[src/rtl/lcnc_pkg.sv]
`timescale 1ns / 1ps
// ----------------------------------------------------------------------------
// lcnc_pkg
// Shared types, constants and helper functions of the card number classifier.
// ----------------------------------------------------------------------------
package lcnc_pkg;

   localparam int CARD_WIDTH     = 60;
   localparam int BCD_DIGITS     = 19;
   localparam int BCD_WIDTH      = BCD_DIGITS * 4;
   localparam int DEF_MAX_DIGITS = 18;
   localparam int COUNT_WIDTH    = 5;
   localparam int IDX_WIDTH      = $clog2(BCD_DIGITS);
   localparam int STEP_WIDTH     = $clog2(CARD_WIDTH);

   localparam logic [1:0] TYPE_INVALID    = 2'd0;
   localparam logic [1:0] TYPE_AMEX       = 2'd1;
   localparam logic [1:0] TYPE_MASTERCARD = 2'd2;
   localparam logic [1:0] TYPE_VISA       = 2'd3;

   typedef enum logic [1:0] {
      ST_IDLE,
      ST_CONVERT,
      ST_SCAN,
      ST_DONE
   } state_type;

   typedef struct packed {
      logic busy;
      logic load;
      logic convert;
      logic scan;
      logic finish;
   } ctrl_type;

   typedef struct packed {
      logic [1:0]             card_type;
      logic                   luhn_ok;
      logic [COUNT_WIDTH-1:0] digit_count;
   } result_type;

   // doubled digit with its two decimal digits added
   function automatic logic [3:0] luhn_double(input logic [3:0] d);
      logic [4:0] p;
      begin
         p = {d, 1'b0};
         if (p > 5'd9) begin
            luhn_double = 4'(p - 5'd9);
         end else begin
            luhn_double = p[3:0];
         end
      end
   endfunction

   function automatic logic [1:0] classify(
      input logic [COUNT_WIDTH-1:0] count,
      input logic [3:0]             hi,
      input logic [3:0]             lo
   );
      begin
         if (count == COUNT_WIDTH'(15) && hi == 4'd3 && (lo == 4'd4 || lo == 4'd7)) begin
            classify = TYPE_AMEX;
         end else if (count == COUNT_WIDTH'(16) && hi == 4'd5 && lo >= 4'd1 && lo <= 4'd5)
         begin
            classify = TYPE_MASTERCARD;
         end else if ((count == COUNT_WIDTH'(13) || count == COUNT_WIDTH'(16)) && hi == 4'd4)
         begin
            classify = TYPE_VISA;
         end else begin
            classify = TYPE_INVALID;
         end
      end
   endfunction

endpackage

[src/rtl/lcnc_ctrl.sv]
`timescale 1ns / 1ps
// ----------------------------------------------------------------------------
// lcnc_ctrl
// Sequencer: load, one conversion step per input bit, one scan step per
// decimal digit, then hand the result to the output register.
// ----------------------------------------------------------------------------
module lcnc_ctrl (
   input  logic                              clock,
   input  logic                              reset,
   input  logic                              req_valid,
   input  logic                              out_free,
   output lcnc_pkg::ctrl_type                ctrl,
   output logic [lcnc_pkg::IDX_WIDTH-1:0]    scan_idx
);
   import lcnc_pkg::*;

   state_type               state_ff, state_in;
   logic [STEP_WIDTH-1:0]   step_ff, step_in;

   localparam logic [STEP_WIDTH-1:0] CONV_LAST = STEP_WIDTH'(CARD_WIDTH - 1);
   localparam logic [STEP_WIDTH-1:0] SCAN_LAST = STEP_WIDTH'(BCD_DIGITS - 1);

   always_ff @(posedge clock) begin
      if (reset) begin
         state_ff <= ST_IDLE;
         step_ff  <= '0;
      end else begin
         state_ff <= state_in;
         step_ff  <= step_in;
      end
   end

   // next state
   always_comb begin
      state_in = state_ff;
      step_in  = step_ff;
      case (state_ff)
         ST_IDLE: begin
            step_in = '0;
            if (req_valid) begin
               state_in = ST_CONVERT;
            end
         end
         ST_CONVERT: begin
            if (step_ff == CONV_LAST) begin
               state_in = ST_SCAN;
               step_in  = '0;
            end else begin
               step_in = step_ff + 1'b1;
            end
         end
         ST_SCAN: begin
            if (step_ff == SCAN_LAST) begin
               state_in = ST_DONE;
               step_in  = '0;
            end else begin
               step_in = step_ff + 1'b1;
            end
         end
         ST_DONE: begin
            if (out_free) begin
               state_in = ST_IDLE;
            end
         end
         default: begin
            state_in = ST_IDLE;
            step_in  = '0;
         end
      endcase
   end

   // outputs
   always_comb begin
      ctrl = '0;
      case (state_ff)
         ST_IDLE: begin
            ctrl.load = req_valid;
         end
         ST_CONVERT: begin
            ctrl.busy    = 1'b1;
            ctrl.convert = 1'b1;
         end
         ST_SCAN: begin
            ctrl.busy = 1'b1;
            ctrl.scan = 1'b1;
         end
         ST_DONE: begin
            ctrl.busy   = 1'b1;
            ctrl.finish = out_free;
         end
         default: begin
            ctrl = '0;
         end
      endcase
   end

   assign scan_idx = step_ff[IDX_WIDTH-1:0];

   a_load_starts: assert property (@(posedge clock) disable iff (reset)
      ctrl.load |=> (state_ff == ST_CONVERT && step_ff == '0))
      else $error("load did not start a conversion");

   a_conv_range: assert property (@(posedge clock) disable iff (reset)
      (state_ff == ST_CONVERT) |-> (step_ff <= CONV_LAST))
      else $error("conversion step out of range");

   a_scan_range: assert property (@(posedge clock) disable iff (reset)
      (state_ff == ST_SCAN) |-> (step_ff <= SCAN_LAST))
      else $error("scan step out of range");

   a_conv_to_scan: assert property (@(posedge clock) disable iff (reset)
      (state_ff == ST_CONVERT && step_ff == CONV_LAST) |=> (state_ff == ST_SCAN))
      else $error("conversion did not hand over to the scan");

endmodule

[src/rtl/lcnc_dabble.sv]
`timescale 1ns / 1ps
// ----------------------------------------------------------------------------
// lcnc_dabble
// Shift-add-3 binary to decimal converter; afterwards shifts the digits out
// least significant first for the scanner.
// ----------------------------------------------------------------------------
module lcnc_dabble (
   input  logic                               clock,
   input  lcnc_pkg::ctrl_type                 ctrl,
   input  logic [lcnc_pkg::CARD_WIDTH-1:0]    card_number,
   output logic [3:0]                         digit
);
   import lcnc_pkg::*;

   logic [CARD_WIDTH-1:0] bin_ff, bin_in;
   logic [BCD_WIDTH-1:0]  bcd_ff, bcd_in;
   logic [BCD_WIDTH-1:0]  bcd_adj;

   // add 3 to every digit of 5 or more before the shift
   always_comb begin
      for (int g = 0; g < BCD_DIGITS; g++) begin
         if (bcd_ff[g*4 +: 4] >= 4'd5) begin
            bcd_adj[g*4 +: 4] = bcd_ff[g*4 +: 4] + 4'd3;
         end else begin
            bcd_adj[g*4 +: 4] = bcd_ff[g*4 +: 4];
         end
      end
   end

   always_comb begin
      bin_in = bin_ff;
      bcd_in = bcd_ff;
      if (ctrl.load) begin
         bin_in = card_number;
         bcd_in = '0;
      end else if (ctrl.convert) begin
         bin_in = {bin_ff[CARD_WIDTH-2:0], 1'b0};
         bcd_in = {bcd_adj[BCD_WIDTH-2:0], bin_ff[CARD_WIDTH-1]};
      end else if (ctrl.scan) begin
         bcd_in = {4'd0, bcd_ff[BCD_WIDTH-1:4]};
      end
   end

   always_ff @(posedge clock) begin
      bin_ff <= bin_in;
      bcd_ff <= bcd_in;
   end

   assign digit = bcd_ff[3:0];

endmodule

[src/rtl/lcnc_luhn.sv]
`timescale 1ns / 1ps
// ----------------------------------------------------------------------------
// lcnc_luhn
// Digit scanner: running Luhn sum modulo ten, digit count and the two
// leading digits, then the card type.
// ----------------------------------------------------------------------------
module lcnc_luhn #(
   parameter int MAX_DIGITS = lcnc_pkg::DEF_MAX_DIGITS
) (
   input  logic                              clock,
   input  lcnc_pkg::ctrl_type                ctrl,
   input  logic [3:0]                        digit,
   input  logic [lcnc_pkg::IDX_WIDTH-1:0]    scan_idx,
   output lcnc_pkg::result_type              result
);
   import lcnc_pkg::*;

   logic [3:0]             sum_ff, sum_in;
   logic [COUNT_WIDTH-1:0] count_ff, count_in;
   logic [3:0]             hi_ff, hi_in;
   logic [3:0]             lo_ff, lo_in;
   logic [3:0]             prev_ff, prev_in;
   logic [3:0]             addend;
   logic [4:0]             sum_raw;

   assign addend  = scan_idx[0] ? luhn_double(digit) : digit;
   assign sum_raw = {1'b0, sum_ff} + {1'b0, addend};

   always_comb begin
      sum_in   = sum_ff;
      count_in = count_ff;
      hi_in    = hi_ff;
      lo_in    = lo_ff;
      prev_in  = prev_ff;
      if (ctrl.load) begin
         sum_in   = '0;
         count_in = '0;
         hi_in    = '0;
         lo_in    = '0;
         prev_in  = '0;
      end else if (ctrl.scan) begin
         sum_in  = (sum_raw >= 5'd10) ? 4'(sum_raw - 5'd10) : sum_raw[3:0];
         prev_in = digit;
         // highest nonzero digit so far is the leading one
         if (digit != 4'd0) begin
            count_in = COUNT_WIDTH'(scan_idx) + 1'b1;
            hi_in    = digit;
            lo_in    = (scan_idx == '0) ? digit : prev_ff;
         end
      end
   end

   always_ff @(posedge clock) begin
      sum_ff   <= sum_in;
      count_ff <= count_in;
      hi_ff    <= hi_in;
      lo_ff    <= lo_in;
      prev_ff  <= prev_in;
   end

   always_comb begin
      if (count_ff > COUNT_WIDTH'(MAX_DIGITS)) begin
         result.card_type   = TYPE_INVALID;
         result.luhn_ok     = 1'b0;
         result.digit_count = COUNT_WIDTH'(MAX_DIGITS + 1);
      end else begin
         result.luhn_ok     = (sum_ff == 4'd0);
         result.digit_count = count_ff;
         if (sum_ff == 4'd0 && count_ff != '0) begin
            result.card_type = classify(count_ff, hi_ff, lo_ff);
         end else begin
            result.card_type = TYPE_INVALID;
         end
      end
   end

endmodule

[src/rtl/luhn_card_number_classifier.sv]
`timescale 1ns / 1ps
// ----------------------------------------------------------------------------
// luhn_card_number_classifier
// Converts a binary card number to decimal, runs the Luhn mod-10 check and
// classifies the card as amex, mastercard or visa.
//
// Usage:
//   request channel: req_valid / req_stall with req_card_number (60 bits).
//   A word is taken when req_valid is high and req_stall is low.
//   response channel: rsp_valid / rsp_stall with rsp_card_type, rsp_luhn_ok
//   and rsp_digit_count; a word leaves when rsp_valid is high and rsp_stall
//   is low.
//   The number is loaded at the accepting edge, then converted by shift-add-3
//   (one step per input bit), its decimal digits are scanned (one step per
//   digit) and the result is handed to the output register. One number is
//   worked on at a time; req_stall stays high from the cycle after
//   acceptance until the result moves into the output register, and the
//   next request can be taken in the cycle after that.
//   While the receiver stalls, the response word holds; the block may take
//   the next request but keeps its finished result until the output
//   register frees up.
//   Reset (synchronous, active high) returns the sequencer to idle and
//   drops rsp_valid; no clearing pass is needed.
// ----------------------------------------------------------------------------
module luhn_card_number_classifier #(
   parameter int MAX_DIGITS = lcnc_pkg::DEF_MAX_DIGITS
) (
   input  logic                                clock,
   input  logic                                reset,
   input  logic                                req_valid,
   output logic                                req_stall,
   input  logic [lcnc_pkg::CARD_WIDTH-1:0]     req_card_number,
   output logic                                rsp_valid,
   input  logic                                rsp_stall,
   output logic [1:0]                          rsp_card_type,
   output logic                                rsp_luhn_ok,
   output logic [lcnc_pkg::COUNT_WIDTH-1:0]    rsp_digit_count
);
   import lcnc_pkg::*;

   ctrl_type               ctrl;
   logic [IDX_WIDTH-1:0]   scan_idx;
   logic [3:0]             digit;
   result_type             result;
   logic                   out_free;
   logic                   rsp_valid_ff, rsp_valid_in;
   result_type             rsp_word_ff, rsp_word_in;

   assign out_free = !rsp_valid_ff || !rsp_stall;

   lcnc_ctrl u_ctrl (
      .clock     (clock),
      .reset     (reset),
      .req_valid (req_valid),
      .out_free  (out_free),
      .ctrl      (ctrl),
      .scan_idx  (scan_idx)
   );

   lcnc_dabble u_dabble (
      .clock       (clock),
      .ctrl        (ctrl),
      .card_number (req_card_number),
      .digit       (digit)
   );

   lcnc_luhn #(
      .MAX_DIGITS (MAX_DIGITS)
   ) u_luhn (
      .clock    (clock),
      .ctrl     (ctrl),
      .digit    (digit),
      .scan_idx (scan_idx),
      .result   (result)
   );

   always_comb begin
      rsp_valid_in = rsp_valid_ff;
      rsp_word_in  = rsp_word_ff;
      if (ctrl.finish) begin
         rsp_valid_in = 1'b1;
         rsp_word_in  = result;
      end else if (!rsp_stall) begin
         rsp_valid_in = 1'b0;
      end
   end

   always_ff @(posedge clock) begin
      if (reset) begin
         rsp_valid_ff <= 1'b0;
      end else begin
         rsp_valid_ff <= rsp_valid_in;
      end
      rsp_word_ff <= rsp_word_in;
   end

   assign req_stall       = ctrl.busy;
   assign rsp_valid       = rsp_valid_ff;
   assign rsp_card_type   = rsp_word_ff.card_type;
   assign rsp_luhn_ok     = rsp_word_ff.luhn_ok;
   assign rsp_digit_count = rsp_word_ff.digit_count;

   a_type_needs_luhn: assert property (@(posedge clock) disable iff (reset)
      (rsp_valid_ff && rsp_word_ff.card_type != TYPE_INVALID) |-> rsp_word_ff.luhn_ok)
      else $error("card type given without a passing check");

   a_count_range: assert property (@(posedge clock) disable iff (reset)
      rsp_valid_ff |-> (rsp_word_ff.digit_count <= COUNT_WIDTH'(MAX_DIGITS + 1)))
      else $error("digit count out of range");

endmodule
[config.mk]
export PLATFORM = sky130hd
export DESIGN_NAME = luhn_card_number_classifier
export DESIGN_NICKNAME = d
export VERILOG_FILES = /design/src/rtl/lcnc_pkg.sv /design/src/rtl/lcnc_ctrl.sv /design/src/rtl/lcnc_dabble.sv /design/src/rtl/lcnc_luhn.sv /design/src/rtl/luhn_card_number_classifier.sv
export SDC_FILE = /design/constraint.sdc
export NUM_CORES = 1
export LEC_CHECK = 0
export BUFFER_PORTS_ARGS = -buffer_cell sky130_fd_sc_hd__buf_2
export CELL_PAD_IN_SITES_DETAIL_PLACEMENT = 0
export CELL_PAD_IN_SITES_GLOBAL_PLACEMENT = 1
export CORE_MARGIN = 1.5
export CORE_UTILIZATION = 40
export DETAILED_ROUTE_END_ITERATION = 6
export PLACE_DENSITY_LB_ADDON = 0.15
export SETUP_SLACK_MARGIN = 0.02
export SYNTH_ARGS = -nofsm -noshare
export SYNTH_HDL_FRONTEND = slang
export SYNTH_SLANG_ARGS = --single-unit
export TNS_END_PERCENT = 100
[constraint.sdc]
create_clock -name clock -period 3.92 [get_ports clock]
set_clock_uncertainty 0.15 [all_clocks]
set_input_delay 0.392 -clock clock [delete_from_list [all_inputs] [get_ports clock]]
set_output_delay 0.392 -clock clock [all_outputs]
set_load 0.01 [all_outputs]
# Yosys cells after proc, flatten, opt, wreduce, memory -nomap -nowiden
# Index checks and enable logic that the tools add are counted.
# word_totals
register_bits	174
latchBits	0
ram_bits	0
mem_bits_ro	0
input_bits	64
memories	0
# op_classes
add_sub_neg	24
mul	0
n_div	0
magnitude_cmp	24
n_eq_ne	18
shifts	0
muxes	45
bitwise_logic	1
n_reduce_logical	25
# op_table
operator	n
$mux 76	2
$mux 60	2
$mux 4	22
$ge 4x3->1 const B	19
$add 4x2->4 const B	18
$pmux 6 s3	1
$eq 4x3->1 const B	4
$mux 2	6
$mux 6	2
$eq 5x4->1 const B	2
$mux 1	8
$ne 2x1->1 const B	4
$pmux 2 s4	1
$sub 4x4->4 const B	2
$logic_and 1x1->1	7
$add 6x1->6 const B	1
$eq 6x5->1 const B	1
$eq 6x6->1 const B	1
$reduce_or 3->1	2
$add 4x4->5	1
$add 5x1->5 const B	1
$eq 5x5->1 const B	1
$ge 5x4->1 const B	1
$gt 5x4->1 const B	1
other kinds (22)	27

# Logic depth before layout (Yosys ltp)
# logic_depth
word_depth	6
ltp_mapped	16
mapped_depth_nobuf	15

# Cells and area by module
# From an unflattened synthesis, not the netlist that was laid out.
# hier_totals
hier_cells	987
area_unflattened_um2	9843.2
# modules_own_cells
mod	instances	cells_per_inst	area_each_um2	seq_area_each_um2
lcnc_dabble	1	732	7571.0	3323.2
lcnc_luhn	1	177	1401.3	420.4
lcnc_ctrl	1	66	598.1	160.2
luhn_card_number_classifier	1	12	272.8	260.2

# Worst setup path after synthesis
# Ideal clock, no wire load.
# synth_path
path_type	flip-flop to flip-flop
startpoint	register u_dabble.bcd_ff[0]
endpoint	register u_luhn.sum_ff[2]
setup_ns	0.074
t_arrival_ns	3.187
t_required_ns	3.696
slack_ns	0.509
path_stages_with_launch	17
n_path_buf	1
path_cell_list	dfxtp_1 -> clkbuf_1 -> inv_1 -> ha_1 -> inv_1 -> a21oi_1 -> a21oi_1 -> ha_1 -> inv_1 -> fa_1 -> xnor2_2 -> inv_1 -> ha_1 -> o31ai_1 -> a311o_1 -> or3_1 -> a31oi_1
# synth_between
elab_chain_len	6
word_cells_on_any_way	8
classes_between	add/sub: 3; order compare: 2; mux: 3
# synth_lines
element	line	source
from (decl)	lcnc_dabble.sv:16	logic [BCD_WIDTH-1:0] bcd_ff, bcd_in;
from (signal assigned)	lcnc_dabble.sv:46	bcd_ff <= bcd_in;
$sub 4x4->4 / $gt 5x4->1 (equally long branches)	lcnc_pkg.sv:48, lcnc_pkg.sv:47	
$mux 4	lcnc_pkg.sv:47	if (p > 5'd9) begin
$mux 4 *	lcnc_luhn.sv:26	assign addend = scan_idx[0] ? luhn_double(digit) : digit;
$add 4x4->5 *	lcnc_luhn.sv:27	assign sum_raw = {1'b0, sum_ff} + {1'b0, addend};
$sub 4x4->4 / $ge 5x4->1 (equally long branches)	lcnc_luhn.sv:42	sum_in = (sum_raw >= 5'd10) ? 4'(sum_raw - 5'd10) : sum_raw[3:0];
$mux 4 *	lcnc_luhn.sv:42	
to (signal assigned)	lcnc_luhn.sv:54	sum_ff <= sum_in;
to (decl)	lcnc_luhn.sv:18	logic [3:0] sum_ff, sum_in;
# Mark *: on every way between the ends. The rest lies on a longest branch, timed or not.
# A chain may end at the register's enable or synchronous reset.

# Worst setup path after layout
# layout_path
startpoint	register u_dabble.bcd_ff[1]
endpoint	register u_luhn.sum_ff[2]
# Same word-level chain as after synthesis.

==> impl_metrics.json <==
{
  "status": "completed",
  "timing.fmax_mhz": 282,
  "synth_area_mm2": 0.00975,
  "internal_power_mw": 5.25,
  "die_h_um": 159,
  "min_period_over_period_pct": 90.4,
  "synth-simple-area-share_pct": 20.7,
  "routed_wirelength_mm": 20.3,
  "synth.distinct_cells": 51,
  "grt_pass1_wl_mm": 35.2,
  "cts_resized": 0,
  "cts.reportedPaths.clkPinSlew_ns": 0.08,
  "numCtsBuffers": 17,
  "switching_share_pct": 41.9,
  "viasPerCell": 4.97,
  "layout-drive-gt1-share_pct": 11.2,
  "slew_headroom_pct": 46.2,
  "num_vias": 7470,
  "synth-edff-count": 68,
  "postCtsSetupRepairBufs": 0,
  "fp.dieW_um": 159,
  "synth_mux_area_share_pct": 6.98,
  "clockBufferDepth": 2,
  "criticalPathCategory": "flop to flop",
  "antenna_left": 0,
  "stdcell_count": 1503,
  "holdBufCountCts": 0,
  "diodes": 0,
  "dieArea_mm2": 0.0253,
  "clock-root-buffer": "clkbuf_16",
  "p_sw_mw": 3.78,
  "pin_count": 74,
  "dr.first_iter.drc_count": 364,
  "rsz0062_at_grt": "false",
  "ys_ff_latch": 174,
  "fin_nets": 1288,
  "critPathLaunchType": "flop",
  "grt_pass1_vias": 7163,
  "p_clk_share_pct": 18.8,
  "fin_crit_ns": 3.54,
  "worstPathRequired_ns": 4.14,
  "hp-class": "input pin to flop",
  "synth_top_family_by_area": "simple AND/OR/NAND/NOR gates",
  "htreeDepth": 4,
  "num_rows": 56,
  "synthXorXnorAreaFrac_pct": 2.32,
  "clk_latency_ns": 0.43,
  "io_buffers": 73,
  "pwr-share-comb_pct": 45.0,
  "synth_nets": 1251,
  "maxCapViolCount": 0,
  "synth_fa_ha_area_share_pct": 6.88,
  "yosysSeqAreaShare_pct": 42.7,
  "grt_start_max_net_pins": 66,
  "crit_start": "u_dabble.bcd_ff[1]$_SDFFE_PP0P_",
  "remaining_drc_errors": 0,
  "finalSetupTns_ns": 0,
  "antenna_found_initial": 0,
  "cts_sinks": 174,
  "hpwl_mm": 13.3,
  "ys_async_sr_fraction_pct": 0,
  "yosysWarnings": 0,
  "power.density_mw_per_mm2": 822,
  "fin_hold_ws_ns": 0.0578,
  "grtUsageTotal_pct": 16.6,
  "core_area_mm2": 0.0237,
  "finalHoldViolCount": 0,
  "slew_violations": 0,
  "worstPathArrival_ns": 3.76,
  "initial_core_util_pct": 41.2,
  "reg2reg_from": "u_dabble.bcd_ff[1]$_SDFFE_PP0P_",
  "ir_worst_vdd_v": 0.000515,
  "drt_first_pass_iters": 5,
  "setup_viol": 0,
  "avgSynthCellArea_um2": 8.60,
  "worstSetupEndpointType": "flop",
  "grt_overflow_total": 0,
  "cts_tree": "yes",
  "syn-instance-count": 1134,
  "post_drt_wl_per_cell_um": 13.5,
  "hold_path_startpoint": "req_card_number[21]",
  "crit_path_max_fanout": 8,
  "syn2layout_area_growth_pct": 12.7,
  "synth_compound_area_share_pct": 14.8,
  "ys.flop_type": "dfxtp_1",
  "pwr-share-seq_pct": 36.2,
  "gp_congestion": 0.752,
  "p_leak_nw": 4.39,
  "fill_cells": 2422,
  "worstMarginPinSlew_ns": 0.804,
  "dp_cells": 1471
}
[cell families (layout without fill, tap and decap cells)]
kind of cell             after synthesis  after routing
adder cells (fa/ha/maj)               53             53
multiplexers                          68             68
buffers and inverters                142            192
flip-flops                           174            174
AO/OA/AOI/OAI                        226            226
AND/OR/NAND/NOR                      446            446
XOR/XNOR                              25             25
[cells in the mapped netlist (all sizes together), types with 2 or more instances]
library cell,count,share of area [%]
nand2,235,9.0
dfxtp,106,22
a21oi,78,4.0
nor2,74,2.8
inv,72,2.8
edfxtp,68,21
mux2i,68,7.0
clkbuf,56,2.2
ha,52,6.7
o21ai,48,2.5
nand2b,46,3.0
nand3,44,2.3
a211oi,43,3.4
xnor2,24,2.2
nor3b,22,1.7
a311o,18,1.8
o21a,18,1.4
buf,14,0.69
nor2b,5,0.32
nor3,5,0.26
a31oi,4,0.26
a21o,3,0.23
or3,3,0.19
a21boi,2,0.15
and2,2,0.13
nand4,2,0.13
o311a,2,0.21
o41ai,2,0.26
or4,2,0.15
[stage by stage]
stage	area, um^2	total power [mW]	setup slack [ns]	util, %
6_report	11000	9.03	0.376	46.4
5_1_grt	11000	9.90	0.0928	46.4
4_1_cts	11000	9.18	0.293	46.4
3_5_place_dp	10400	7.44	0.305	43.9
3_3_place_gp	10400	7.38	0.427	43.9
2_1_floorplan	9750	6.45	0.509	-
[layout by cell type, fill, tap and decap left out, types with 3 or more instances in the layout]
cell type | synthesis | final
nor2b_1 | 5 | 5
nor3_1 | 5 | 5
clkbuf_16 | 0 | 17
xnor2_1 | 23 | 23
o21a_1 | 18 | 18
dfxtp_1 | 106 | 106
nor3b_1 | 21 | 21
ha_1 | 52 | 49
a31oi_1 | 4 | 4
nand2b_1 | 46 | 45
o21ai_0 | 46 | 46
buf_2 | 12 | 73
mux2i_1 | 68 | 68
inv_1 | 72 | 71
clkinv_8 | 0 | 4
nor2_1 | 74 | 74
a211oi_1 | 42 | 42
edfxtp_1 | 68 | 68
a21oi_1 | 78 | 78
a311o_1 | 18 | 18
or3_1 | 3 | 3
clkinv_4 | 0 | 3
a21o_1 | 3 | 3
buf_4 | 0 | 14
nand2_1 | 235 | 234
nand3_1 | 44 | 44
inv_8 | 0 | 5
[worst max-delay path, stage by stage, from the launching register on]
cell and delay, ns:
dfxtp_1 0.39, inv_1 0.13, ha_2 0.26, inv_1 0.05
a21oi_1 0.26, xnor2_1 0.16, mux2i_1 0.14, fa_1 0.48
xnor2_2 0.16, inv_1 0.07, ha_1 0.25, o31ai_1 0.12
a311o_1 0.40, or3_1 0.31, a31oi_1 0.15
[area by class of cell]
type	instances	area (um^2)	area share (%)
tap	319	399	3.63
multi-input combinational	818	5080	46.2
clock buffer	17	425	3.87
timing repair buffer	88	490	4.46
inverter	72	270	2.46
clock inverter	15	169	1.54
sequential	174	4160	37.9
[sequential cells by signal, summed over array words and instances (netlist names)]
register	flops
u_luhn.prev_ff	4
u_dabble.bcd_ff	76
u_ctrl.step_ff	6
u_ctrl.state_ff	2
rsp_luhn_ok	1
u_dabble.bin_ff	60
u_luhn.hi_ff	4
rsp_card_type	2
rsp_valid	1
u_luhn.lo_ff	4
u_luhn.sum_ff	4
rsp_digit_count	5
u_luhn.count_ff	5
[routing by layer]
layer	vias up	routed length (um)	track usage, %
li1	3959	-	-
met1	3425	10400	22.5
met2	74	9310	27.4
met3	12	423	2.89
met4	0	166	3.99
met5	-	0	0
[power by group through the flow]
stage | Sequential [mW] | Clock (mW) | Combinational [mW]
2_1_floorplan | 3.15 | 0 | 3.30
3_3_place_gp | 3.31 | 0 | 4.07
3_5_place_dp | 3.32 | 0 | 4.12
4_1_cts | 3.28 | 1.76 | 4.14
5_1_grt | 3.38 | 1.83 | 4.68
6_report | 3.27 | 1.70 | 4.06
[final timing paths]
check	slack, ns	to	depth (start not counted)
setup / recovery	0.38	u_luhn.sum_ff[2]$_SDFFE_PP0P_	14
hold / removal	0.06	u_dabble.bin_ff[21]$_DFFE_PP_	3
setup reg to reg	0.38	u_luhn.sum_ff[2]$_SDFFE_PP0P_	14
hold reg to reg	0.32	u_luhn.hi_ff[1]$_SDFFE_PP0P_	2
No activity file was read; power rests on OpenSTA's default activity.
